===== src/hw/rtl/pitc_fifo.sv =====
// Small register queue used between the front and back parts and at the result side.
`default_nettype none

module pitc_fifo #(
  parameter int unsigned Depth = 4,
  parameter type         T     = logic
) (
  input  wire logic clk_i,
  input  wire logic rst_ni,
  input  wire logic wvalid_i,
  input  wire T     wdata_i,
  output logic      full_o,
  input  wire logic rready_i,
  output T          rdata_o,
  output logic      empty_o
);

  localparam int unsigned PtrW = (Depth > 1) ? $clog2(Depth) : 1;
  localparam int unsigned CntW = $clog2(Depth + 1);

  T                mem_q [Depth];
  logic [PtrW-1:0] wr_q, wr_d, rd_q, rd_d;
  logic [CntW-1:0] cnt_q, cnt_d;
  logic            wr_en, rd_en;

  assign full_o  = (cnt_q == CntW'(Depth));
  assign empty_o = (cnt_q == '0);
  assign wr_en   = wvalid_i & ~full_o;
  assign rd_en   = rready_i & ~empty_o;
  assign rdata_o = mem_q[rd_q];

  always_comb begin
    wr_d = wr_q;
    rd_d = rd_q;
    if (wr_en) begin
      wr_d = (wr_q == PtrW'(Depth - 1)) ? '0 : wr_q + 1'b1;
    end
    if (rd_en) begin
      rd_d = (rd_q == PtrW'(Depth - 1)) ? '0 : rd_q + 1'b1;
    end
    cnt_d = cnt_q + CntW'(wr_en) - CntW'(rd_en);
  end

  always_ff @(posedge clk_i) begin
    if (wr_en) begin
      mem_q[wr_q] <= wdata_i;
    end
  end

  always_ff @(posedge clk_i or negedge rst_ni) begin
    if (!rst_ni) begin
      wr_q  <= '0;
      rd_q  <= '0;
      cnt_q <= '0;
    end else begin
      wr_q  <= wr_d;
      rd_q  <= rd_d;
      cnt_q <= cnt_d;
    end
  end

endmodule

`default_nettype wire


===== config.mk =====
export PLATFORM = sky130hd
export DESIGN_NAME = pitc_fifo
export DESIGN_NICKNAME = d
export VERILOG_FILES = /design/src/hw/rtl/pitc_fifo.sv
export SDC_FILE = /design/constraint.sdc
export NUM_CORES = 1
export LEC_CHECK = 0
export BUFFER_PORTS_ARGS = -buffer_cell sky130_fd_sc_hd__buf_2
export CORE_AREA = 2 2 39 41
export DETAILED_ROUTE_END_ITERATION = 6
export DIE_AREA = 0 0 41 43
export GPL_TIMING_DRIVEN = 1
export PLACE_DENSITY_LB_ADDON = 0.1
export SYNTH_ARGS = -nofsm -noshare
export SYNTH_HDL_FRONTEND = slang
export SYNTH_SLANG_ARGS = --single-unit

===== constraint.sdc =====
create_clock -name clk_i -period 2.67 [get_ports clk_i]
set_clock_uncertainty 0.1 [all_clocks]
set_input_delay 0.1335 -clock clk_i [delete_from_list [all_inputs] [get_ports clk_i]]
set_output_delay 0.1335 -clock clk_i [all_outputs]
set_load 0.005 [all_outputs]

==> results.json, run 1 <==
{
  "status": "finished, violations left",
  "violations": "negative hold slack",
  "fp.coreArea_sq_um": 1380,
  "cts_setup_buffers": 0,
  "synth_seq_cells": 11,
  "reg2regPathDepth": 10,
  "critPathMaxFanout": 7,
  "grt-ovfl-total": 0,
  "htree_levels": 1,
  "antenna_found_initial": 0,
  "area_growth_pct": 15.2,
  "synthArstFlopShare": 0.636,
  "power_frac_seq": 0.429,
  "pwr-share-clk": 0.143,
  "numCtsBuffers": 3,
  "synth_nets": 57,
  "viasPerCell": 4.82,
  "yosys-top-cells-area": "dfrtp_1 29%, edfxtp_1 20%, ha_1 15%",
  "slew_headroom": 0.827,
  "drt_iter0_markers": 3,
  "worstPathCellList": "nor3b_4, nor2b_2, inv_1, ha_1, inv_1, ha_1, inv_1, fa_1, xnor2_1, xnor2_1",
  "cp_num_buf_inv": 3,
  "port_buffers": 7,
  "switching_share": 0.351,
  "fp-row-count": 14,
  "initial_core_util": 0.434,
  "path_class": "flip-flop to flip-flop",
  "drc_errors": 0,
  "hp-class": "input port to flip-flop",
  "drt-total-wl_um": 886,
  "grt_first_pass_wirelength_mm": 1.54,
  "drt-wirelength-per-cell_um": 12.3,
  "synth_top_area_cell": "dfrtp_1",
  "power.switching_uw": 265,
  "fmax_ghz": 0.429,
  "final_cells": 72,
  "crit_path_end_kind": "flip-flop",
  "cp.depth": 10,
  "hpwl_um": 717,
  "fill_cells": 124,
  "power_uw": 756,
  "drv_cap": 0,
  "finalMaxSlewViolations": 0,
  "clkTransAtPathRegs_ns": 0.07,
  "cts_tree": "yes",
  "path_common_cell": "inv_1",
  "cp-start-kind": "flip-flop",
  "crit_path_max_incr_delay_ns": 0.42,
  "diodes": 0,
  "fin_tns_setup_ns": 0,
  "synthFlopType": "dfrtp_1",
  "place_congestion": 0.715,
  "crit_end": "cnt_q[2]$_DFF_PN0_",
  "utilization": 0.500,
  "tightest_slew_ns": 0.259,
  "track_usage": 0.131,
  "finalCritPeriodShare": 0.872,
  "peakVddDrop_mv": 0.411,
  "dr.pass1.iters": 4,
  "drive_gt1_frac": 0.321,
  "cts_buffer_depth": 2,
  "hold_ws_ns": -0.00162,
  "synthTopCellsByCount": "7 x dfrtp_1, 7 x ha_1, 7 x inv_1, 4 x and2_1, 4 x edfxtp_1",
  "cts_root_buffer": "clkbuf_4",
  "p_int_uw": 491,
  "yosysUniqueCellTypes": 17,
  "grt_max_degree": 8,
  "nets": 70,
  "yosysSeqAreaShare": 0.492,
  "power_frac_comb": 0.428,
  "rsz0062_at_grt": "no",
  "power.leakage_nw": 0.327,
  "grt_pass1_vias": 385,
  "critical_path_arrival_ns": 2.37,
  "rr_endpoint": "cnt_q[2]$_DFF_PN0_",
  "crit-reg2reg-launch": "cnt_q[2]$_DFF_PN0_",
  "fp.dieH_um": 43,
  "worstSkewPairLatency_ns": 0.26,
  "slowest_stage": "dfrtp_1",
  "io_pins": 8,
  "power_density_nw_per_um2": 1090,
  "synth_top_area_frac": 0.292,
  "vias": 347,
  "cts.sinks": 11,
  "rrSetupSlack_ns": 0.34,
  "hold_violations": 4,
  "avgSynthCellArea_sq_um": 13.6,
  "syn_area_sq_um": 601,
  "crit_family": "adder cells",
  "setup_violations": 0,
  "critPathLaunch": "cnt_q[2]$_DFF_PN0_",
  "yosysWarnings": 0,
  "die-width_um": 41,
  "placedCellCount": 67,
  "required_ns": 2.71,
  "synth_edf_count": 4,
  "die_area_sq_um": 1760,
  "period_minus_slack_ns": 2.33,
  "ant_nets": 0,
  "synth_cells": 44
}
repair_timing:
action / in CTS / in global routing
hold endpoints to repair: 7 / 0
hold buffers: 1 / 0
resized for setup: 0 / 0
power groups by stage:
| stage | Sequential, mW | Clock (mW) | Combinational [mW] |
|---|---|---|---|
| floorplan | 0.311 | 0 | 0.246 |
| global placement | 0.318 | 0 | 0.294 |
| detailed placement | 0.327 | 0 | 0.327 |
| CTS | 0.324 | 0.110 | 0.331 |
| global route | 0.333 | 0.118 | 0.373 |
| finish | 0.325 | 0.108 | 0.323 |
layer usage:
metal,wire length [um],track usage,share of wire
met3,34,0.0366,0.038
met5,0,0,0
met4,0,0.0533,0
met2,511,0.222,0.58
met1,340,0.144,0.38
logic make-up (layout without fill, tap and decap cells):
group                      after synthesis  count (layout)  share of synthesized area
DFF                                     11              11                      0.492
and+or+nand+nor                         11              11                      0.146
adders and majority gates                8               8                      0.179
buffers and inverters                    7              19                     0.0438
muxes                                    4               4                      0.100
xor gates and xnor gates                 2               2                     0.0292
AOI/OAI and AO/OA                        1               1                     0.0104
sequential cells by signal, summed over array words and instances (netlist names):
signal and cells:
cnt_q 3, rd_q 2, wr_q 2, mem_q 4
worst min path at each step:
stage,from,to,slack (ns),cells past startpoint
finish,wdata_i,mem_q[2]$_DFFE_PP_,-0.002,1
global route,wdata_i,mem_q[0]$_DFFE_PP_,0.007,1
CTS,wdata_i,mem_q[0]$_DFFE_PP_,0.0008,1
detailed placement,rst_ni,rd_q[0]$_DFFE_PN0P_,-0.12,1
global placement,rst_ni,wr_q[0]$_DFFE_PN0P_,-0.13,1
floorplan,rst_ni,cnt_q[0]$_DFF_PN0_,-0.26,0
layout by cell type (no fill, tap or decap), drive strengths merged:
cell type | netlist | layout
clkbuf | 0 | 4
mux2 | 3 | 3
and2 | 4 | 4
nor2b | 1 | 1
xnor2 | 2 | 2
nor3b | 1 | 1
inv | 7 | 7
dlygate4sd3 | 0 | 1
mux4 | 1 | 1
fa | 1 | 1
nor2 | 2 | 2
ha | 7 | 7
o22ai | 1 | 1
nand2 | 1 | 1
dfrtp | 7 | 7
nand2b | 1 | 1
edfxtp | 4 | 4
buf | 0 | 7
nor3 | 1 | 1
cell type report:
class / instances / area (sq um) / area share
inverters: 7 / 26.3 / 0.0380
flip-flops and latches: 11 / 295 / 0.427
clock buffers: 4 / 26.3 / 0.0380
well taps: 16 / 20.0 / 0.0289
repair buffers: 8 / 45.0 / 0.0651
multi-input cells: 26 / 279 / 0.403
through the flow:
stage	area [sq um]	setup slack [ns]	hold WS, ns
after global placement	656	0.435	-0.126
after CTS	692	0.333	0.000784
after detailed placement	656	0.362	-0.120
after floorplan	601	0.474	-0.262
after global routing	692	0.198	0.00665
final	692	0.341	-0.00162
(Power assumes the default switching activity.)
==> inputs of run 2 (changes only) <==
PLACE_DENSITY_LB_ADDON = 0.08   (was 0.1)
==> run 2 against run 1 <==
Effect of this change: the run now ends clean; flip-flop and latch count stayed put; first-iteration DRC count is 67% lower; cell count is 1.4% higher; critical path type unchanged; critical endpoint unchanged; largest power group unchanged.
==> results.json, run 2 (same netlist as run 1, synthesis figures left out) <==
{
  "fill_cells": 119,
  "multi_input_area_sq_um": 279,
  "numCtsBuffers": 3,
  "finalMaxSlewViolations": 0,
  "critical_path_arrival_ns": 2.33,
  "cts_tree": "yes",
  "drt-total-wl_um": 819,
  "clkTransAtPathRegs_ns": 0.06,
  "hp-class": "input port to flip-flop",
  "hpwl_um": 673,
  "path_common_cell": "inv_1",
  "dr.pass1.iters": 2,
  "slowest_stage": "dfrtp_1",
  "fin_tns_setup_ns": 0,
  "io_pins": 8,
  "drt_iter0_markers": 1,
  "fp.dieH_um": 43,
  "largest_reg_flops": 4,
  "viasPerCell": 4.63,
  "ant_nets": 0,
  "critPathLaunch": "cnt_q[2]$_DFF_PN0_",
  "rsz0062_at_grt": "no",
  "cts_buffer_depth": 2,
  "cp_num_buf_inv": 3,
  "cts_root_buffer": "clkbuf_4",
  "power_density_nw_per_um2": 1050,
  "use_met1": 0.113,
  "grt_max_degree": 8,
  "drc_errors": 0,
  "area_growth_pct": 16.9,
  "cp-start-kind": "flip-flop",
  "reg.largest.list": "mem_q: 4 flops, cnt_q: 3 flops",
  "hold_violations": 0,
  "crit_path_max_incr_delay_ns": 0.41,
  "fp-row-count": 14,
  "antenna_found_initial": 0,
  "drive_gt1_frac": 0.316,
  "place_congestion": 0.707,
  "met3_usage": 0.0366,
  "drt-wirelength-per-cell_um": 11.2,
  "worstPathCellList": "nor3b_4, nor2b_2, inv_1, ha_1, inv_1, ha_1, inv_1, fa_1, xnor2_1, xnor2_1",
  "path_class": "flip-flop to flip-flop",
  "fin_ws_ns": 0.375,
  "critPathMaxFanout": 7,
  "grt-ovfl-total": 0,
  "final_cell_mix": "7 x inv_1, 7 x ha_1, 7 x dfrtp_1, 7 x buf_2",
  "cts.sinks": 11,
  "die_area_sq_um": 1760,
  "seqCellArea_sq_um": 295,
  "track_usage": 0.115,
  "drv_cap": 0,
  "crit_path_end_kind": "flip-flop",
  "fp.coreArea_sq_um": 1380,
  "worstSkewPairLatency_ns": 0.25,
  "die-width_um": 41,
  "nets": 71,
  "cts_resized": 0,
  "min_from": "wvalid_i",
  "setup_violations": 0,
  "peakVddDrop_mv": 0.528,
  "crit-reg2reg-launch": "cnt_q[2]$_DFF_PN0_",
  "grt_pass1_vias": 360,
  "vias": 338,
  "fmax_ghz": 0.436,
  "power.leakage_nw": 0.331,
  "required_ns": 2.71,
  "crit_family": "adder cells",
  "top_usage_layer": "met2",
  "top_register": "mem_q",
  "dp_slack_ns": 0.376,
  "port_buffers": 7,
  "power_uw": 740,
  "period_minus_slack_ns": 2.30,
  "finalCritPeriodShare": 0.860,
  "grt_first_pass_wirelength_mm": 1.32,
  "met2_usage": 0.191,
  "initial_core_util": 0.434,
  "status": "finished, final reports clean",
  "slew_headroom": 0.821,
  "htree_levels": 1,
  "tightest_slew_ns": 0.269,
  "diodes": 0
}
==> run 2: changes by cell type in the layout (fill, tap and decap cells not counted) <==
cell,previous run,this run
dlygate4sd3_1,1,2
==> run 2: path summary, 6_finish.rpt <==
| kind | endpoint | slack (ns) | cells past startpoint |
|---|---|---|---|
| max in group asynchronous | cnt_q[0]$_DFF_PN0_ | 2.16 | 2 |
| min in group asynchronous | wr_q[1]$_DFFE_PN0P_ | 0.15 | 2 |
| setup reg to reg | cnt_q[2]$_DFF_PN0_ | 0.37 | 10 |
| hold reg to reg | rd_q[1]$_DFFE_PN0P_ | 0.47 | 1 |
| hold / removal | wr_q[1]$_DFFE_PN0P_ | 0.03 | 3 |
| setup / recovery | cnt_q[2]$_DFF_PN0_ | 0.37 | 10 |
==> run 2: per-stage QoR <==
stage                     area, sq um  hold slack [ns]  instances  utilization
after floorplan                   601           -0.262         44            -
after global placement            656           -0.126         67        0.474
after detailed placement          656           -0.119         67        0.474
after CTS                         702           0.0325         73        0.507
after global routing              702           0.0338         73        0.507
final                             702           0.0346         73        0.507
==> run 2: what timing repair did <==
action | 4_1_cts | 5_1_grt
setup buffers | 0 | 0
hold endpoints to repair | 11 | 0
hold buffers | 2 | 0
==> run 2: final cells by class <==
| type | instances | share of cell area |
|---|---|---|
| Timing Repair Buffer | 9 | 0.0784 |
| Inverter | 7 | 0.0374 |
| Sequential cell | 11 | 0.421 |
| Tap cell | 16 | 0.0285 |
| Multi-Input combinational cell | 26 | 0.398 |
| Clock buffer | 4 | 0.0374 |
==> run 2: worst reg2reg max path, cell delays in order, from the launching register on <==
cell     delay, ns
dfrtp_1       0.41
nor3b_4       0.18
nor2b_2       0.25
inv_1         0.08
ha_1          0.29
inv_1         0.05
ha_1          0.13
inv_1         0.05
fa_1          0.37
xnor2_1       0.14
xnor2_1       0.12
==> run 2: power by group <==
group	switching (mW)	internal [mW]	total [mW]
Clock	0.0489	0.0576	0.106
Sequential	0.0764	0.248	0.324
Combinational	0.128	0.182	0.310
==> run 2: metal layers <==
metal,share of wire,vias to the layer above
li1,-,170
met3,0.031,2
met1,0.42,162
met5,0,-
met4,0.0085,0
met2,0.54,4
==> inputs of run 3 (changes only) <==
CTS_BUF_LIST = sky130_fd_sc_hd__clkbuf_16   (was not set)
==> run 3 against run 2 <==
Effect of this change: global-route usage increased by 0.51 points; sequential share of layout area decreased by 2.4 points; cell count decreased by 1.4%; worst setup slack got worse by 0.018 ns; combinational power about the same; final area increased by 6.1%; first-iteration DRC count decreased by 100%; register-to-register slack got worse by 0.02 ns; hold slack got worse by 0.020 ns; largest power group unchanged.
==> results.json, run 3 (same netlist as run 1, synthesis figures left out) <==
{
  "status": "finished, final reports clean",
  "fp.dieH_um": 43,
  "vias": 338,
  "fmax_ghz": 0.432,
  "final_cells": 72,
  "top_register": "mem_q",
  "reg.largest.list": "mem_q: 4 flops, cnt_q: 3 flops",
  "final_cell_mix": "8 x inv_1, 7 x ha_1, 7 x dfrtp_1, 7 x buf_2",
  "crit-reg2reg-launch": "cnt_q[2]$_DFF_PN0_",
  "dr.pass1.iters": 1,
  "initial_core_util": 0.434,
  "drc_errors": 0,
  "required_ns": 2.68,
  "clkTransAtPathRegs_ns": 0.04,
  "grt-ovfl-total": 0,
  "critPathLaunch": "cnt_q[2]$_DFF_PN0_",
  "cts_root_buffer": "clkbuf_16",
  "cts_setup_buffers": 0,
  "cts_resized": 0,
  "crit_path_max_incr_delay_ns": 0.40,
  "drv_cap": 0,
  "tightest_slew_ns": 0.265,
  "cts_tree": "yes",
  "crit_path_end_kind": "flip-flop",
  "power.leakage_nw": 0.354,
  "critical_path_arrival_ns": 2.32,
  "period_minus_slack_ns": 2.31,
  "rrSetupSlack_ns": 0.36,
  "grt_pass1_vias": 379,
  "finalMaxSlewViolations": 0,
  "antenna_found_initial": 0,
  "finalCritPeriodShare": 0.866,
  "area_growth_pct": 24.0,
  "hpwl_um": 673,
  "cts.sinks": 11,
  "grt_first_pass_wirelength_mm": 1.38,
  "track_usage": 0.120,
  "mostFrequentLayoutCell": "inv_1",
  "grt_max_degree": 8,
  "viasPerCell": 4.69,
  "fin_tns_setup_ns": 0,
  "place_congestion": 0.707,
  "drt-total-wl_um": 851,
  "fp.coreArea_sq_um": 1380,
  "cts_buffer_depth": 2,
  "peakVddDrop_mv": 0.585,
  "setup_violations": 0,
  "rsz0062_at_grt": "no",
  "drt-wirelength-per-cell_um": 11.8,
  "reg2regPathDepth": 10,
  "cp-start-kind": "flip-flop",
  "die_area_sq_um": 1760,
  "slew_headroom": 0.823,
  "worstSkewPairLatency_ns": 0.23,
  "path_common_cell": "inv_1",
  "nets": 70,
  "hold_ws_ns": 0.0150,
  "hold_buffers": 1,
  "path_class": "flip-flop to flip-flop",
  "worstPathCellList": "nor3b_4, nor2b_2, inv_1, ha_1, inv_1, ha_1, inv_1, fa_1, xnor2_1, xnor2_1",
  "ant_nets": 0,
  "crit_end": "cnt_q[2]$_DFF_PN0_",
  "fp-row-count": 14,
  "slowest_stage": "dfrtp_1",
  "multi_input_area_sq_um": 279,
  "rr_endpoint": "cnt_q[2]$_DFF_PN0_",
  "port_buffers": 7,
  "critPathMaxFanout": 7,
  "fill_cells": 113,
  "diodes": 0,
  "hold_violations": 0,
  "placedCellCount": 67,
  "seqCellArea_sq_um": 295,
  "largest_reg_flops": 4,
  "drt_iter0_markers": 0,
  "drive_gt1_frac": 0.321,
  "die-width_um": 41,
  "numCtsBuffers": 3,
  "io_pins": 8,
  "htree_levels": 1,
  "power_density_nw_per_um2": 1210,
  "hp-class": "input port to flip-flop"
}
## run 3: cell types whose count changed in the layout (fill, tap and decap cells not counted), sizes merged
| cell | before | now |
|---|---|---|
| clkbuf | 4 | 3 |
| dlygate4sd3 | 2 | 1 |
| inv | 7 | 8 |
## run 3: power by group
part / switching (mW) / internal, mW / total [mW]
combinational: 0.129 / 0.182 / 0.311
sequential: 0.0759 / 0.249 / 0.325
clock: 0.0681 / 0.196 / 0.264
## run 3: metrics by stage
step	area (sq um)	util	setup WS (ns)	total power [mW]
after global routing	744	0.538	0.254	0.966
after detailed placement	656	0.474	0.376	0.643
after global placement	656	0.474	0.431	0.612
final	744	0.538	0.357	0.900
after floorplan	601	-	0.474	0.557
after CTS	744	0.538	0.337	0.910
## run 3: worst min-delay path by stage
stage / from / to / slack, ns / depth (start not counted)
after global placement: rst_ni / wr_q[0]$_DFFE_PN0P_ / -0.13 / 1
after CTS: wdata_i / mem_q[3]$_DFFE_PP_ / 0.02 / 1
after floorplan: rst_ni / cnt_q[0]$_DFF_PN0_ / -0.26 / 0
final: wdata_i / mem_q[0]$_DFFE_PP_ / 0.01 / 1
after detailed placement: rst_ni / wr_q[0]$_DFFE_PN0P_ / -0.12 / 1
after global routing: wdata_i / mem_q[0]$_DFFE_PP_ / 0.03 / 1
## run 3: per-layer routing
| layer | part of all wire | vias to the layer above | GRT usage |
|---|---|---|---|
| met3 | 0.035 | 0 | 0.0524 |
| met4 | 0 | 0 | 0.0533 |
| met1 | 0.42 | 165 | 0.117 |
| met5 | 0 | - | 0 |
| met2 | 0.54 | 6 | 0.203 |
| li1 | - | 167 | - |
## run 3: area by class of cell
class | instances | share of cell area
clock buffer | 3 | 0.101
clock inverter | 1 | 0.00504
inverter | 7 | 0.0353
multi-input combinational | 26 | 0.375
sequential | 11 | 0.397
tap | 16 | 0.0269
timing repair buffer | 8 | 0.0605
## run 3: worst max-delay path, delay by kind of cell (launching register included)
kind / cells / cell delay (ns)
fa+ha+maj: 3 / 0.80
simple gates: 2 / 0.43
xor+xnor: 2 / 0.26
flops: 1 / 0.40
buf+inv: 3 / 0.20
