## src/hw/rtl/pitc_pkg.sv

```systemverilog
// Package with the types, constants and arithmetic steps of the plane index to coordinates unit.
`default_nettype none

package pitc_pkg;

  localparam int unsigned IndexWidth  = 32;
  localparam int unsigned SizeWidth   = 16;
  localparam int unsigned OffWidth    = 16;
  localparam int unsigned CoordWidth  = 16;
  localparam int unsigned ChanWidth   = 17;
  localparam int unsigned NumPos      = 4;
  localparam int unsigned AxisWidth   = 2;
  localparam int unsigned DimsWidth   = 3;
  localparam int unsigned OrderWidth  = 8;
  localparam int unsigned CfgIdxWidth = 3;
  localparam int unsigned RemWidth    = SizeWidth + 1;

  localparam int unsigned DivBits  = 8;
  localparam int unsigned DivSteps = IndexWidth / DivBits;
  localparam int unsigned ModBits  = 6;
  localparam int unsigned ModSteps = 3;
  localparam int unsigned ModWidth = ModBits * ModSteps;

  localparam int unsigned MidDepthDefault = 4;
  localparam int unsigned OutDepthDefault = 32;

  localparam logic [DimsWidth-1:0] FourDims = 3'd4;

  typedef enum logic [CfgIdxWidth-1:0] {
    CfgNumDims     = 3'd0,
    CfgDimOrder    = 3'd1,
    CfgDepthSize   = 3'd2,
    CfgChannelSize = 3'd3,
    CfgTimeSize    = 3'd4,
    CfgSceneSize   = 3'd5,
    CfgFirstPlane  = 3'd6
  } cfg_idx_e;

  typedef enum logic [AxisWidth-1:0] {
    AxisDepth   = 2'd0,
    AxisChannel = 2'd1,
    AxisTime    = 2'd2,
    AxisScene   = 2'd3
  } axis_e;

  typedef struct packed {
    logic [IndexWidth-1:0]                diff;
    logic [NumPos-1:0][SizeWidth-1:0]     size;
    logic [NumPos-1:0][OffWidth-1:0]      off;
    logic [NumPos-1:0][AxisWidth-1:0]     axis;
    logic                                 four;
    logic                                 bad;
  } item_t;

  typedef struct packed {
    logic [IndexWidth-1:0] num;
    logic [RemWidth-1:0]   rem;
    logic [IndexWidth-1:0] quo;
  } div_t;

  typedef struct packed {
    item_t                            item;
    div_t                             dv;
    logic [NumPos-1:0][SizeWidth-1:0] loc;
  } work_t;

  typedef struct packed {
    logic [ModWidth-1:0] num;
    logic [RemWidth-1:0] rem;
  } modl_t;

  typedef struct packed {
    item_t             item;
    modl_t [NumPos-1:0] lane;
  } mod_t;

  typedef struct packed {
    logic                  valid_res;
    logic [CoordWidth-1:0] depth_coord;
    logic [ChanWidth-1:0]  channel_coord;
    logic [CoordWidth-1:0] time_coord;
    logic [CoordWidth-1:0] scene_coord;
  } res_t;

  function automatic div_t div_step(div_t a, logic [SizeWidth-1:0] s);
    div_t                r;
    logic [RemWidth-1:0] t;
    r = a;
    for (int j = 0; j < DivBits; j++) begin
      t     = {r.rem[SizeWidth-1:0], r.num[IndexWidth-1]};
      r.num = {r.num[IndexWidth-2:0], 1'b0};
      if (t >= {1'b0, s}) begin
        r.rem = t - {1'b0, s};
        r.quo = {r.quo[IndexWidth-2:0], 1'b1};
      end else begin
        r.rem = t;
        r.quo = {r.quo[IndexWidth-2:0], 1'b0};
      end
    end
    return r;
  endfunction

  function automatic modl_t mod_step(modl_t a, logic [SizeWidth-1:0] s);
    modl_t               r;
    logic [RemWidth-1:0] t;
    r = a;
    for (int j = 0; j < ModBits; j++) begin
      t     = {r.rem[SizeWidth-1:0], r.num[ModWidth-1]};
      r.num = {r.num[ModWidth-2:0], 1'b0};
      if (t >= {1'b0, s}) begin
        r.rem = t - {1'b0, s};
      end else begin
        r.rem = t;
      end
    end
    return r;
  endfunction

endpackage

`default_nettype wire

```

## src/hw/rtl/pitc_front.sv

```systemverilog
// Front part: configuration registers, range check and per-position operand selection.
`default_nettype none

module pitc_front
  import pitc_pkg::*;
(
  input  wire logic                   clk_i,
  input  wire logic                   rst_ni,
  input  wire logic                   cfg_valid_i,
  input  wire logic [CfgIdxWidth-1:0] cfg_index_i,
  input  wire logic [IndexWidth-1:0]  cfg_data_i,
  input  wire logic [IndexWidth-1:0]  plane_index_i,
  input  wire logic [OffWidth-1:0]    offset_depth_i,
  input  wire logic [OffWidth-1:0]    offset_channel_i,
  input  wire logic [OffWidth-1:0]    offset_time_i,
  input  wire logic [OffWidth-1:0]    offset_scene_i,
  output item_t                       item_o
);

  logic [DimsWidth-1:0]             num_dims_q;
  logic [OrderWidth-1:0]            dim_order_q;
  logic [NumPos-1:0][SizeWidth-1:0] size_q;
  logic [IndexWidth-1:0]            first_q;
  logic [NumPos-1:0][OffWidth-1:0]  off_in;

  assign off_in = {offset_scene_i, offset_time_i, offset_channel_i, offset_depth_i};

  always_ff @(posedge clk_i or negedge rst_ni) begin
    if (!rst_ni) begin
      num_dims_q  <= 3'd3;
      dim_order_q <= 8'd56;
      size_q      <= {NumPos{SizeWidth'(1)}};
      first_q     <= '0;
    end else if (cfg_valid_i) begin
      case (cfg_idx_e'(cfg_index_i))
        CfgNumDims:     num_dims_q          <= cfg_data_i[DimsWidth-1:0];
        CfgDimOrder:    dim_order_q         <= cfg_data_i[OrderWidth-1:0];
        CfgDepthSize:   size_q[AxisDepth]   <= cfg_data_i[SizeWidth-1:0];
        CfgChannelSize: size_q[AxisChannel] <= cfg_data_i[SizeWidth-1:0];
        CfgTimeSize:    size_q[AxisTime]    <= cfg_data_i[SizeWidth-1:0];
        CfgSceneSize:   size_q[AxisScene]   <= cfg_data_i[SizeWidth-1:0];
        CfgFirstPlane:  first_q             <= cfg_data_i;
        default: ;
      endcase
    end
  end

  always_comb begin
    logic                 zero;
    logic                 below;
    logic [AxisWidth-1:0] ax;
    item_o      = '0;
    zero        = 1'b0;
    item_o.four = (num_dims_q == FourDims);
    for (int i = 0; i < NumPos; i++) begin
      ax             = dim_order_q[2*i +: AxisWidth];
      item_o.axis[i] = ax;
      if (i < NumPos - 1 || item_o.four) begin
        item_o.size[i] = size_q[ax];
        item_o.off[i]  = off_in[ax];
        zero           = zero | (size_q[ax] == '0);
      end else begin
        item_o.size[i] = SizeWidth'(1);
        item_o.off[i]  = '0;
      end
    end
    below       = (plane_index_i < first_q);
    item_o.diff = below ? '0 : plane_index_i - first_q;
    item_o.bad  = below | zero;
  end

endmodule

`default_nettype wire

```

## config.mk

```make
export PLATFORM = sky130hd
export DESIGN_NAME = pitc_front
export DESIGN_NICKNAME = d
export VERILOG_FILES = /design/src/hw/rtl/pitc_pkg.sv /design/src/hw/rtl/pitc_front.sv
export SDC_FILE = /design/constraint.sdc
export NUM_CORES = 1
export LEC_CHECK = 0
export BUFFER_PORTS_ARGS = -buffer_cell sky130_fd_sc_hd__buf_2
export CAP_MARGIN = 5
export CORE_ASPECT_RATIO = 0.6
export CORE_MARGIN = 3
export CORE_UTILIZATION = 35
export DETAILED_ROUTE_END_ITERATION = 7
export PLACE_DENSITY = 0.63
export SKIP_CTS_REPAIR_TIMING = 1
export SYNTH_ARGS = -nofsm -noshare
export SYNTH_HDL_FRONTEND = slang
export SYNTH_SLANG_ARGS = --single-unit
```

## constraint.sdc

```tcl
create_clock -name clk_i -period 9.8 [get_ports clk_i]
set_input_delay 1.96 -clock clk_i [delete_from_list [all_inputs] [get_ports clk_i]]
set_output_delay 1.96 -clock clk_i [all_outputs]
set_load 0.02 [all_outputs]
```

==> flow_summary.ini, run 1 <==
[detailed_routing]
drc_errors = 0
top_layer = met5
met1_length_mm = 14.6
first_pass_iters = 7
vias = 8186
wl_mm = 31.6
wl_met3_mm = 2.81
via_per_inst = 5.80
ant_nets = 0
wl_per_cell_um = 22.4
met2RoutedLength_mm = 13.8
drt_iter0_markers = 700

[power_and_ir_drop]
p_sw_frac = 0.461
p_leak_uw = 0.00513
p_comb_frac = 0.606
seqPwrFrac = 0.254
pwr-share-clk = 0.140
p_per_area_nw_per_um2 = 233
ir_drop_uv = 117
netSwitchingPower_uw = 1250
p_int_uw = 1460

[floorplan]
dieWidth_um = 219
design.core.area_sq_um = 26600
rows = 46
start_util = 0.359
dieArea_sq_um = 29400
io_pins = 304
dieHeight_um = 134

[logic_synthesis]
synth_edf_count = 0
syn-num-nets = 942
ys_async_sr_fraction = 1.00
yosysWarnings = 0
netlist_area_sq_um = 9560
ys_ff_latch = 107
synth.distinct_cells = 63
avgSynthCellArea_sq_um = 12.4
syn_inst = 774
synthFlopType = dfrtp_1
synth-seq-area-share = 0.281

[worst_setup_path]
crit_path_max_incr_delay_ps = 550
crit_cells = 12
cp_top_family = compound AO/OA/AOI/OAI gates
r2r_cells = 1
path_class = in2out
path_buf_inv = 3
cp_max_fo = 33
worst_ep_arrival_time_ps = 4800
cpMaxStageDelayCell = or3_1
cp.required_ps = 7840
worstPathCellList = buf_2, inv_1, ha_1, fa_1, nand2b_1, a21o_1, a31oi_4, nor2_2, o21ai_4, a31oi_4, or3_1, buf_2
start_kind = primary input
endpoint_kind = output port

[placement]
hpwl_mm = 24.4
dpl-instance-area_sq_um = 11400
post-place-cells = 1395
port_buffers = 303
place.gp.congestion = 0.889
pre_cts_ws_ps = 3050

[min_path]
hold_depth = 1
min_path_type = reg2reg

[sta]
fin_crit_sh = 0.690
hold_viol = 0
tns_ps = 0
maxSlewHeadroom = 0.266
rsz0062_at_grt = false
finalSetupViolations = 0
finalCriticalPeriod_ps = 6760
setup_slack_ps = 3040
worst_pin_slew_ps = 1100
slew_viol_final = 0
clock_skew_ps = 0
fmax_mhz = 148

[cts]
clkSinkCount = 107
clk_pin_slew_ps = 60
cts_buffer_depth = 2
htreeDepth = 3
clk_latency_ps = 360
cts_buffers = 9
cts_tree = yes
root_buffer = clkbuf_16

[global_route]
grt_max_degree = 62
grt_pass1_vias = 7824
antenna_found_initial = 2
grt.overflow.total = 0
globalRouteTotalUtil = 0.211
grt_pass1_wl_mm = 47.3

[final_layout]
drive_gt1_frac = 0.571
syn2layout_area_growth_pct = 22.2
final_cell_mix = buf_2, mux4_2, mux2_2
stdcell_area_sq_um = 11700
nets = 1214
layout.cells.non_filler = 1412
final_common_cell = buf_2

[flow_run]
max_cap_viol_count = 0

[run_status]
outcome = completed
-- area by class of cell --
class,count,area [sq um]
diodes,1,2.50
clock buffers,10,229
clock inverters,6,68.8
fillers,2540,15000
inverters,38,143
multi-input cells,576,6500
flip-flops and latches,107,2690
well taps,360,450
repair buffers,314,1600
-- cell usage after synthesis (3+ instances only) --
master / number / area share
buf_2: 25 / 0.013
dfrtp_1: 98 / 0.26
a31oi_4: 4 / 0.0089
a21oi_1: 36 / 0.019
a21o_1: 10 / 0.0079
nand2b_1: 6 / 0.0039
a31oi_1: 3 / 0.0020
ha_1: 33 / 0.043
mux2_2: 108 / 0.13
buf_4: 5 / 0.0039
and2_1: 34 / 0.022
o21ai_0: 15 / 0.0079
dfstp_2: 9 / 0.025
o21a_1: 8 / 0.0063
nor4_1: 19 / 0.012
nor3_1: 16 / 0.0084
nor2_1: 39 / 0.015
and3_1: 6 / 0.0039
mux4_2: 128 / 0.30
inv_1: 38 / 0.015
nand3_1: 8 / 0.0042
clkbuf_1: 20 / 0.0079
nand4b_1: 3 / 0.0027
xor2_1: 9 / 0.0082
nand2_1: 25 / 0.0098
xnor2_1: 12 / 0.011
o211ai_1: 3 / 0.0024
nand4_1: 7 / 0.0046
nor3b_2: 3 / 0.0039
-- path summary, 6_finish.rpt --
| path | from | to | slack [ps] |
|---|---|---|---|
| max | plane_index_i[0] | item_o[0] | 3040 |
| min | num_dims_q[2]$_DFFE_PN0P_ | num_dims_q[2]$_DFFE_PN0P_ | 500 |
| max reg2reg | dim_order_q[3]$_DFFE_PN1P_ | dim_order_q[3]$_DFFE_PN1P_ | 8220 |
| min reg2reg | num_dims_q[2]$_DFFE_PN0P_ | num_dims_q[2]$_DFFE_PN0P_ | 500 |
| max in group asynchronous | rst_ni | dim_order_q[6]$_DFFE_PN0P_ | 6920 |
| min in group asynchronous | rst_ni | first_q[11]$_DFFE_PN0P_ | 1610 |
-- cell families after synthesis --
family,count (synthesis),share of synthesized area
compound gates,104,0.0790
flops,107,0.281
simple gates,179,0.103
fa+ha+maj,34,0.0453
mux,238,0.431
xor+xnor,21,0.0192
buf+inv,91,0.0417
-- through the flow --
stage               hold WS [ps]  utilization  power, uW
detailed placement           486        0.427       2340
finish                       504        0.438       2720
floorplan                    472            -       1820
global route                 523        0.438       2880
global placement             487        0.427       2330
CTS                          506        0.438       2730
-- per-layer routing --
layer,up-vias,GRT usage
li1,3599,-
met1,4169,0.321
met2,380,0.301
met3,34,0.0580
met4,4,0.0428
met5,-,0
-- registers in the layout, summed over array words and instances, names as in the netlist --
signal,count
size_q,64
dim_order_q,8
first_q,32
num_dims_q,3
-- power by group through the flow --
stage                     logic, uW  registers (uW)  clock network [uW]
after floorplan                1200             621                   0
after global placement         1640             687                   0
after detailed placement       1640             698                   0
after CTS                      1650             690                 393
after global routing           1760             711                 412
final                          1650             691                 381
(Power assumes the default switching activity.)
==> run 2, diff against run 1 <==
--- a/config.mk
+++ b/config.mk
@@ -5,13 +5,14 @@
 export SDC_FILE = /design/constraint.sdc
 export NUM_CORES = 1
 export LEC_CHECK = 0
+export ABC_AREA = 1
 export BUFFER_PORTS_ARGS = -buffer_cell sky130_fd_sc_hd__buf_2
 export CAP_MARGIN = 5
 export CORE_ASPECT_RATIO = 0.6
 export CORE_MARGIN = 3
 export CORE_UTILIZATION = 35
 export DETAILED_ROUTE_END_ITERATION = 7
-export PLACE_DENSITY = 0.63
+export PLACE_DENSITY = 0.65
 export SKIP_CTS_REPAIR_TIMING = 1
 export SYNTH_ARGS = -nofsm -noshare
 export SYNTH_HDL_FRONTEND = slang
==> constraint.sdc (replaced) <==
create_clock -name clk_i -period 5.9 [get_ports clk_i]
set_input_delay 1.18 -clock clk_i [delete_from_list [all_inputs] [get_ports clk_i]]
set_output_delay 1.18 -clock clk_i [all_outputs]
set_load 0.02 [all_outputs]
==> flow_summary.ini, run 2 <==
[run_status]
outcome = finished, violations left
violations = DRC

[logic_synthesis]
yosysMostFrequentCell = nand2_1
synth.distinct_cells = 29
avgSynthCellArea_sq_um = 5.63
synth_area_leader_cell = dfrtp_1
synthXorXnorAreaFrac = 0.0114
ys_ff_latch = 107
yosysWarnings = 0
synthSimpleGateAreaFrac = 0.413
synthAdderAreaFrac = 0.0402
synth_top_area_frac = 0.228
synth.top_cells.by_count = nand2_1, nor2_1, o21ai_0
synth_edf_count = 0
netlist_area_sq_um = 10800
syn_inst = 1910
synth_compound_gate_area_share = 0.175
synth_area_leaders = dfrtp_1, nand2_1, o21ai_0
syn-num-nets = 2078
ys_async_sr_fraction = 1.00
synthFlopType = dfrtp_1
synth_mux_area_frac = 0
synth-seq-area-share = 0.250
synth_top_family_by_area = simple AND/OR/NAND/NOR gates

[sta]
tns_ps = 0
finalCriticalPeriod_ps = 4840
maxSlewHeadroom = 0.177
hold_viol = 0
clock_skew_ps = 0
fmax_mhz = 207
rsz0062_at_grt = false
slew_viol_final = 0
setup_slack_ps = 1060
fin_crit_sh = 0.820
worst_pin_slew_ps = 1230
finalSetupViolations = 0

[cts]
root_buffer = clkbuf_16
htreeDepth = 3
clk_pin_slew_ps = 80
cts_tree = yes
clkSinkCount = 107
cts_buffers = 9
cts_buffer_depth = 2
clk_latency_ps = 380

[final_layout]
drive_gt1_frac = 0.181
num_antenna_cells = 0
final_common_cell = nand2_1
reg_top3 = size_q: 64 flops, first_q: 32 flops, dim_order_q: 8 flops
nets = 2308
largest_reg_flops = 64
final_cell_mix = nand2_1, buf_2, nor2_1
layout.cells.non_filler = 2553
syn2layout_area_growth_pct = 19.2
regMostFlops = size_q

[detailed_routing]
vias = 14100
drt_iter0_markers = 1843
wl_mm = 49.8
ant_nets = 0
wl_per_cell_um = 19.5
drc_errors = 2
via_per_inst = 5.50
first_pass_iters = 8

[power_and_ir_drop]
p_leak_uw = 0.00694
p_per_area_nw_per_um2 = 357
finalPower_uw = 4580
ir_drop_uv = 126

[worst_setup_path]
start_kind = primary input
cp_max_fo = 22
worstPathCellList = buf_2, inv_1, ha_1, fa_1, inv_1, nand2_2, o21ai_4, nand2_2, nand2_2, nand2_2, nand2_2, nand2_2, nand2_4, inv_2, nor2_2, buf_2
crit_top_cell = nand2_2
worst_ep_arrival_time_ps = 3660
reg2reg_slack_ps = 4300
endpoint_kind = output port
cp.required_ps = 4720
cpMaxStageDelayCell = fa_1
crit_path_max_incr_delay_ps = 410
path_class = in2out

[min_path]
min_path_type = reg2reg

[placement]
post-place-cells = 2537
place.gp.congestion = 0.975
port_buffers = 303
hpwl_mm = 36.4
pre_cts_ws_ps = 1110

[global_route]
use_met2 = 0.416
globalRouteTotalUtil = 0.296
grt_max_degree = 68
grt_pass1_vias = 13000
grtUsageMet3 = 0.0614
use_met1 = 0.448
busiest_layer = met1
antenna_found_initial = 0
grt.overflow.total = 0
grt_pass1_wl_mm = 75.9

[floorplan]
design.core.area_sq_um = 30100
dieHeight_um = 142
start_util = 0.357
rows = 49
dieArea_sq_um = 32900
dieWidth_um = 232
io_pins = 304

[flow_run]
max_cap_viol_count = 0
run 2: cell types whose count changed in the layout (fill, tap and decap cells not counted), sizes merged, moves of 10 or more:
cell / previous run / this run
nor4: 19 / 0
a21oi: 36 / 67
nor2: 40 / 297
inv: 41 / 198
nand3: 8 / 151
mux4: 128 / 0
a21o: 11 / 0
buf: 314 / 324
o21ai: 20 / 237
nand2: 25 / 619
o22ai: 1 / 48
and2: 34 / 0
mux2: 108 / 0
run 2: kinds of logic (layout without fill, tap and decap cells):
kind of cell,count (synthesis),count (layout)
flops,107,107
fa+ha+maj,34,34
simple gates,1096,1096
xor+xnor,14,14
buf+inv,301,536
compound gates,358,358
run 2: critical path: cells and delay by family:
family | cells | cell delay, ps
AOI/OAI and AO/OA | 1 | 210
adders and majority gates | 2 | 630
buffers and inverters | 5 | 710
and+or+nand+nor | 8 | 920
run 2: path summary, 6_finish.rpt:
path	startpoint	to	cells after the start
worst max-delay path	plane_index_i[0]	item_o[152]	16
worst min-delay path	first_q[10]$_DFFE_PN0P_	first_q[10]$_DFFE_PN0P_	2
worst max register to register	dim_order_q[2]$_DFFE_PN0P_	dim_order_q[2]$_DFFE_PN0P_	3
worst min register to register	first_q[10]$_DFFE_PN0P_	first_q[10]$_DFFE_PN0P_	2
max in group asynchronous	rst_ni	dim_order_q[0]$_DFFE_PN0P_	2
min in group asynchronous	rst_ni	first_q[0]$_DFFE_PN0P_	1
run 2: area by class of cell:
cell class                 instances  area (sq um)
clock inverter                     6          96.3
sequential                       107          2690
inverter                         196           736
clock buffer                      10           229
tap                              408           510
timing repair buffer             324          1680
multi-input combinational       1502          6880
fill                            3310         17300
run 2: routing by layer:
metal / routed length (um) / up-vias
li1: - / 6549
met1: 22900 / 6536
met2: 20400 / 866
met3: 5310 / 99
met4: 1160 / 0
met5: 0 / -
run 2: power breakdown:
part / switching [uW] / internal, uW / leakage [uW] / total [uW]
logic: 2000 / 832 / 0.00549 / 2830
clock network: 320 / 379 / 0.000160 / 699
registers: 169 / 879 / 0.00129 / 1050
run 2: per-stage QoR:
| step | hold WS (ps) | util | area (sq um) |
|---|---|---|---|
| 2_1_floorplan | 453 | - | 10800 |
| 3_3_place_gp | 469 | 0.415 | 12500 |
| 3_5_place_dp | 475 | 0.415 | 12500 |
| 4_1_cts | 495 | 0.426 | 12800 |
| 5_1_grt | 532 | 0.426 | 12800 |
| 6_report | 495 | 0.426 | 12800 |
==> run 3, diff against run 2 <==
--- a/config.mk
+++ b/config.mk
@@ -12,7 +12,7 @@
 export CORE_MARGIN = 3
 export CORE_UTILIZATION = 35
 export DETAILED_ROUTE_END_ITERATION = 7
-export PLACE_DENSITY = 0.65
+export PLACE_DENSITY = 0.62
 export SKIP_CTS_REPAIR_TIMING = 1
 export SYNTH_ARGS = -nofsm -noshare
 export SYNTH_HDL_FRONTEND = slang
==> constraint.sdc (replaced) <==
create_clock -name clk_i -period 4.5 [get_ports clk_i]
set_input_delay 0.9 -clock clk_i [delete_from_list [all_inputs] [get_ports clk_i]]
set_output_delay 0.9 -clock clk_i [all_outputs]
set_load 0.02 [all_outputs]
==> flow_summary.ini, run 3 (synthesis gave the netlist of run 2 again) <==
[final_layout]
reg_top3 = size_q: 64 flops, first_q: 32 flops, dim_order_q: 8 flops
syn2layout_area_growth_pct = 19.4
nets = 2314
num_antenna_cells = 0
final_cell_mix = nand2_1, buf_2, nor2_1
n_fill_cell = 3333
drive_gt1_frac = 0.183
final_common_cell = nand2_1
layout.cells.non_filler = 2559
regMostFlops = size_q
largest_reg_flops = 64

[sta]
finalSetupViolations = 0
clock_skew_ps = 0
hold_viol = 0
fmax_mhz = 239
tns_ps = 0
worst_pin_slew_ps = 1040
finalCriticalPeriod_ps = 4180
fin_crit_sh = 0.929
maxSlewHeadroom = 0.310
rsz0062_at_grt = false
slew_viol_final = 0

[worst_setup_path]
cpMaxStageDelayCell = fa_1
cp_max_fo = 22
crit_cells = 16
crit_path_max_incr_delay_ps = 410
endpoint_kind = output port
r2r_cells = 3
worst_ep_arrival_time_ps = 3280
path_class = in2out
cp_top_family = simple AND/OR/NAND/NOR gates
worstPathCellList = buf_2, inv_1, ha_1, fa_1, inv_1, nand2_2, o21ai_4, nand2_2, nand2_2, nand2_2, nand2_2, nand2_2, nand2_4, inv_2, nor2_1, buf_2
crit_top_cell = nand2_2
path_buf_inv = 5
cp.required_ps = 3600
start_kind = primary input

[global_route]
grt_max_degree = 67
grt.overflow.total = 0
globalRouteTotalUtil = 0.286
grt_pass1_wl_mm = 72.8
grt_pass1_vias = 12000
antenna_found_initial = 0

[power_and_ir_drop]
p_leak_uw = 0.00695
ir_drop_uv = 226
netSwitchingPower_uw = 3200
p_comb_frac = 0.627
p_sw_frac = 0.543
seqPwrFrac = 0.232
p_per_area_nw_per_um2 = 459
p_int_uw = 2700
pwr-share-clk = 0.141

[floorplan]
design.core.area_sq_um = 30100
dieHeight_um = 142
io_pins = 304
dieWidth_um = 232
start_util = 0.357
rows = 49
dieArea_sq_um = 32900

[cts]
cts_buffers = 9
htreeDepth = 3
cts_buffer_depth = 2
clk_latency_ps = 360
cts_tree = yes
root_buffer = clkbuf_16
clkSinkCount = 107
clk_pin_slew_ps = 70

[placement]
place.gp.congestion = 0.973
post-place-cells = 2543
hpwl_mm = 35.9
port_buffers = 303

[detailed_routing]
drc_errors = 0
ant_nets = 0
wl_per_cell_um = 19.1
wl_mm = 48.9
first_pass_iters = 7
vias = 13700
via_per_inst = 5.36
drt_iter0_markers = 1889

[flow_run]
max_cap_viol_count = 0

[min_path]
min_path_type = reg2reg
hold_depth = 2

[run_status]
outcome = completed
run 3: cell count changes in the layout (fill, tap and decap cells not counted), sizes merged:
cell,before,now
buf,324,330
clkbuf,10,13
inv,198,196
bufinv,2,1
run 3: tightest hold or removal path: stages, from the launching register on:
cell     delay (ps)
dfrtp_1         350
nand2_1          50
o21ai_0          60
run 3: per-layer routing:
| layer | part of all wire | wire [um] | track usage | vias to the layer above |
|---|---|---|---|---|
| li1 | - | - | - | 6565 |
| met1 | 0.47 | 22900 | 0.443 | 6339 |
| met2 | 0.40 | 19700 | 0.385 | 758 |
| met3 | 0.11 | 5520 | 0.0805 | 60 |
| met4 | 0.016 | 776 | 0.0612 | 0 |
| met5 | 0 | 0 | 0 | - |
run 3: power by group through the flow:
stage          logic [uW]  registers, uW  clock network, uW
2_1_floorplan        2420           1320                  0
3_3_place_gp         3620           1370                  0
3_5_place_dp         3640           1370                  0
4_1_cts              3650           1360                851
5_1_grt              4040           1390                893
6_report             3700           1370                832
run 3: cell type report:
cell class                 instances  area (sq um)  area share
clock buffer                      13           250      0.0195
clock inverter                     3          47.5     0.00370
inverter                         196           736      0.0573
multi-input combinational       1502          6880       0.536
sequential                       107          2690       0.210
tap                              408           510      0.0398
timing repair buffer             330          1720       0.134
run 3: path summary, 6_finish.rpt:
kind                       slack [ps]                        from                    endpoint
setup / recovery                  320            plane_index_i[0]                 item_o[150]
hold / removal                    490     first_q[14]$_DFFE_PN0P_     first_q[14]$_DFFE_PN0P_
setup reg to reg                 3050  dim_order_q[4]$_DFFE_PN1P_  dim_order_q[4]$_DFFE_PN1P_
hold reg to reg                   490     first_q[14]$_DFFE_PN0P_     first_q[14]$_DFFE_PN0P_
max in group asynchronous        2910                      rst_ni      size_q[32]$_DFFE_PN1P_
min in group asynchronous         640                      rst_ni     first_q[20]$_DFFE_PN0P_
run 3: per-stage QoR:
stage          cell area, sq um  setup slack (ps)  power (uW)  hold WS (ps)  utilization
3_5_place_dp              12500               353        5010           478        0.417
4_1_cts                   12800               349        5860           494        0.427
3_3_place_gp              12500               426        4990           470        0.417
6_report                  12800               318        5900           491        0.427
2_1_floorplan             10800               909        3730           453            -
5_1_grt                   12800               131        6320           517        0.427
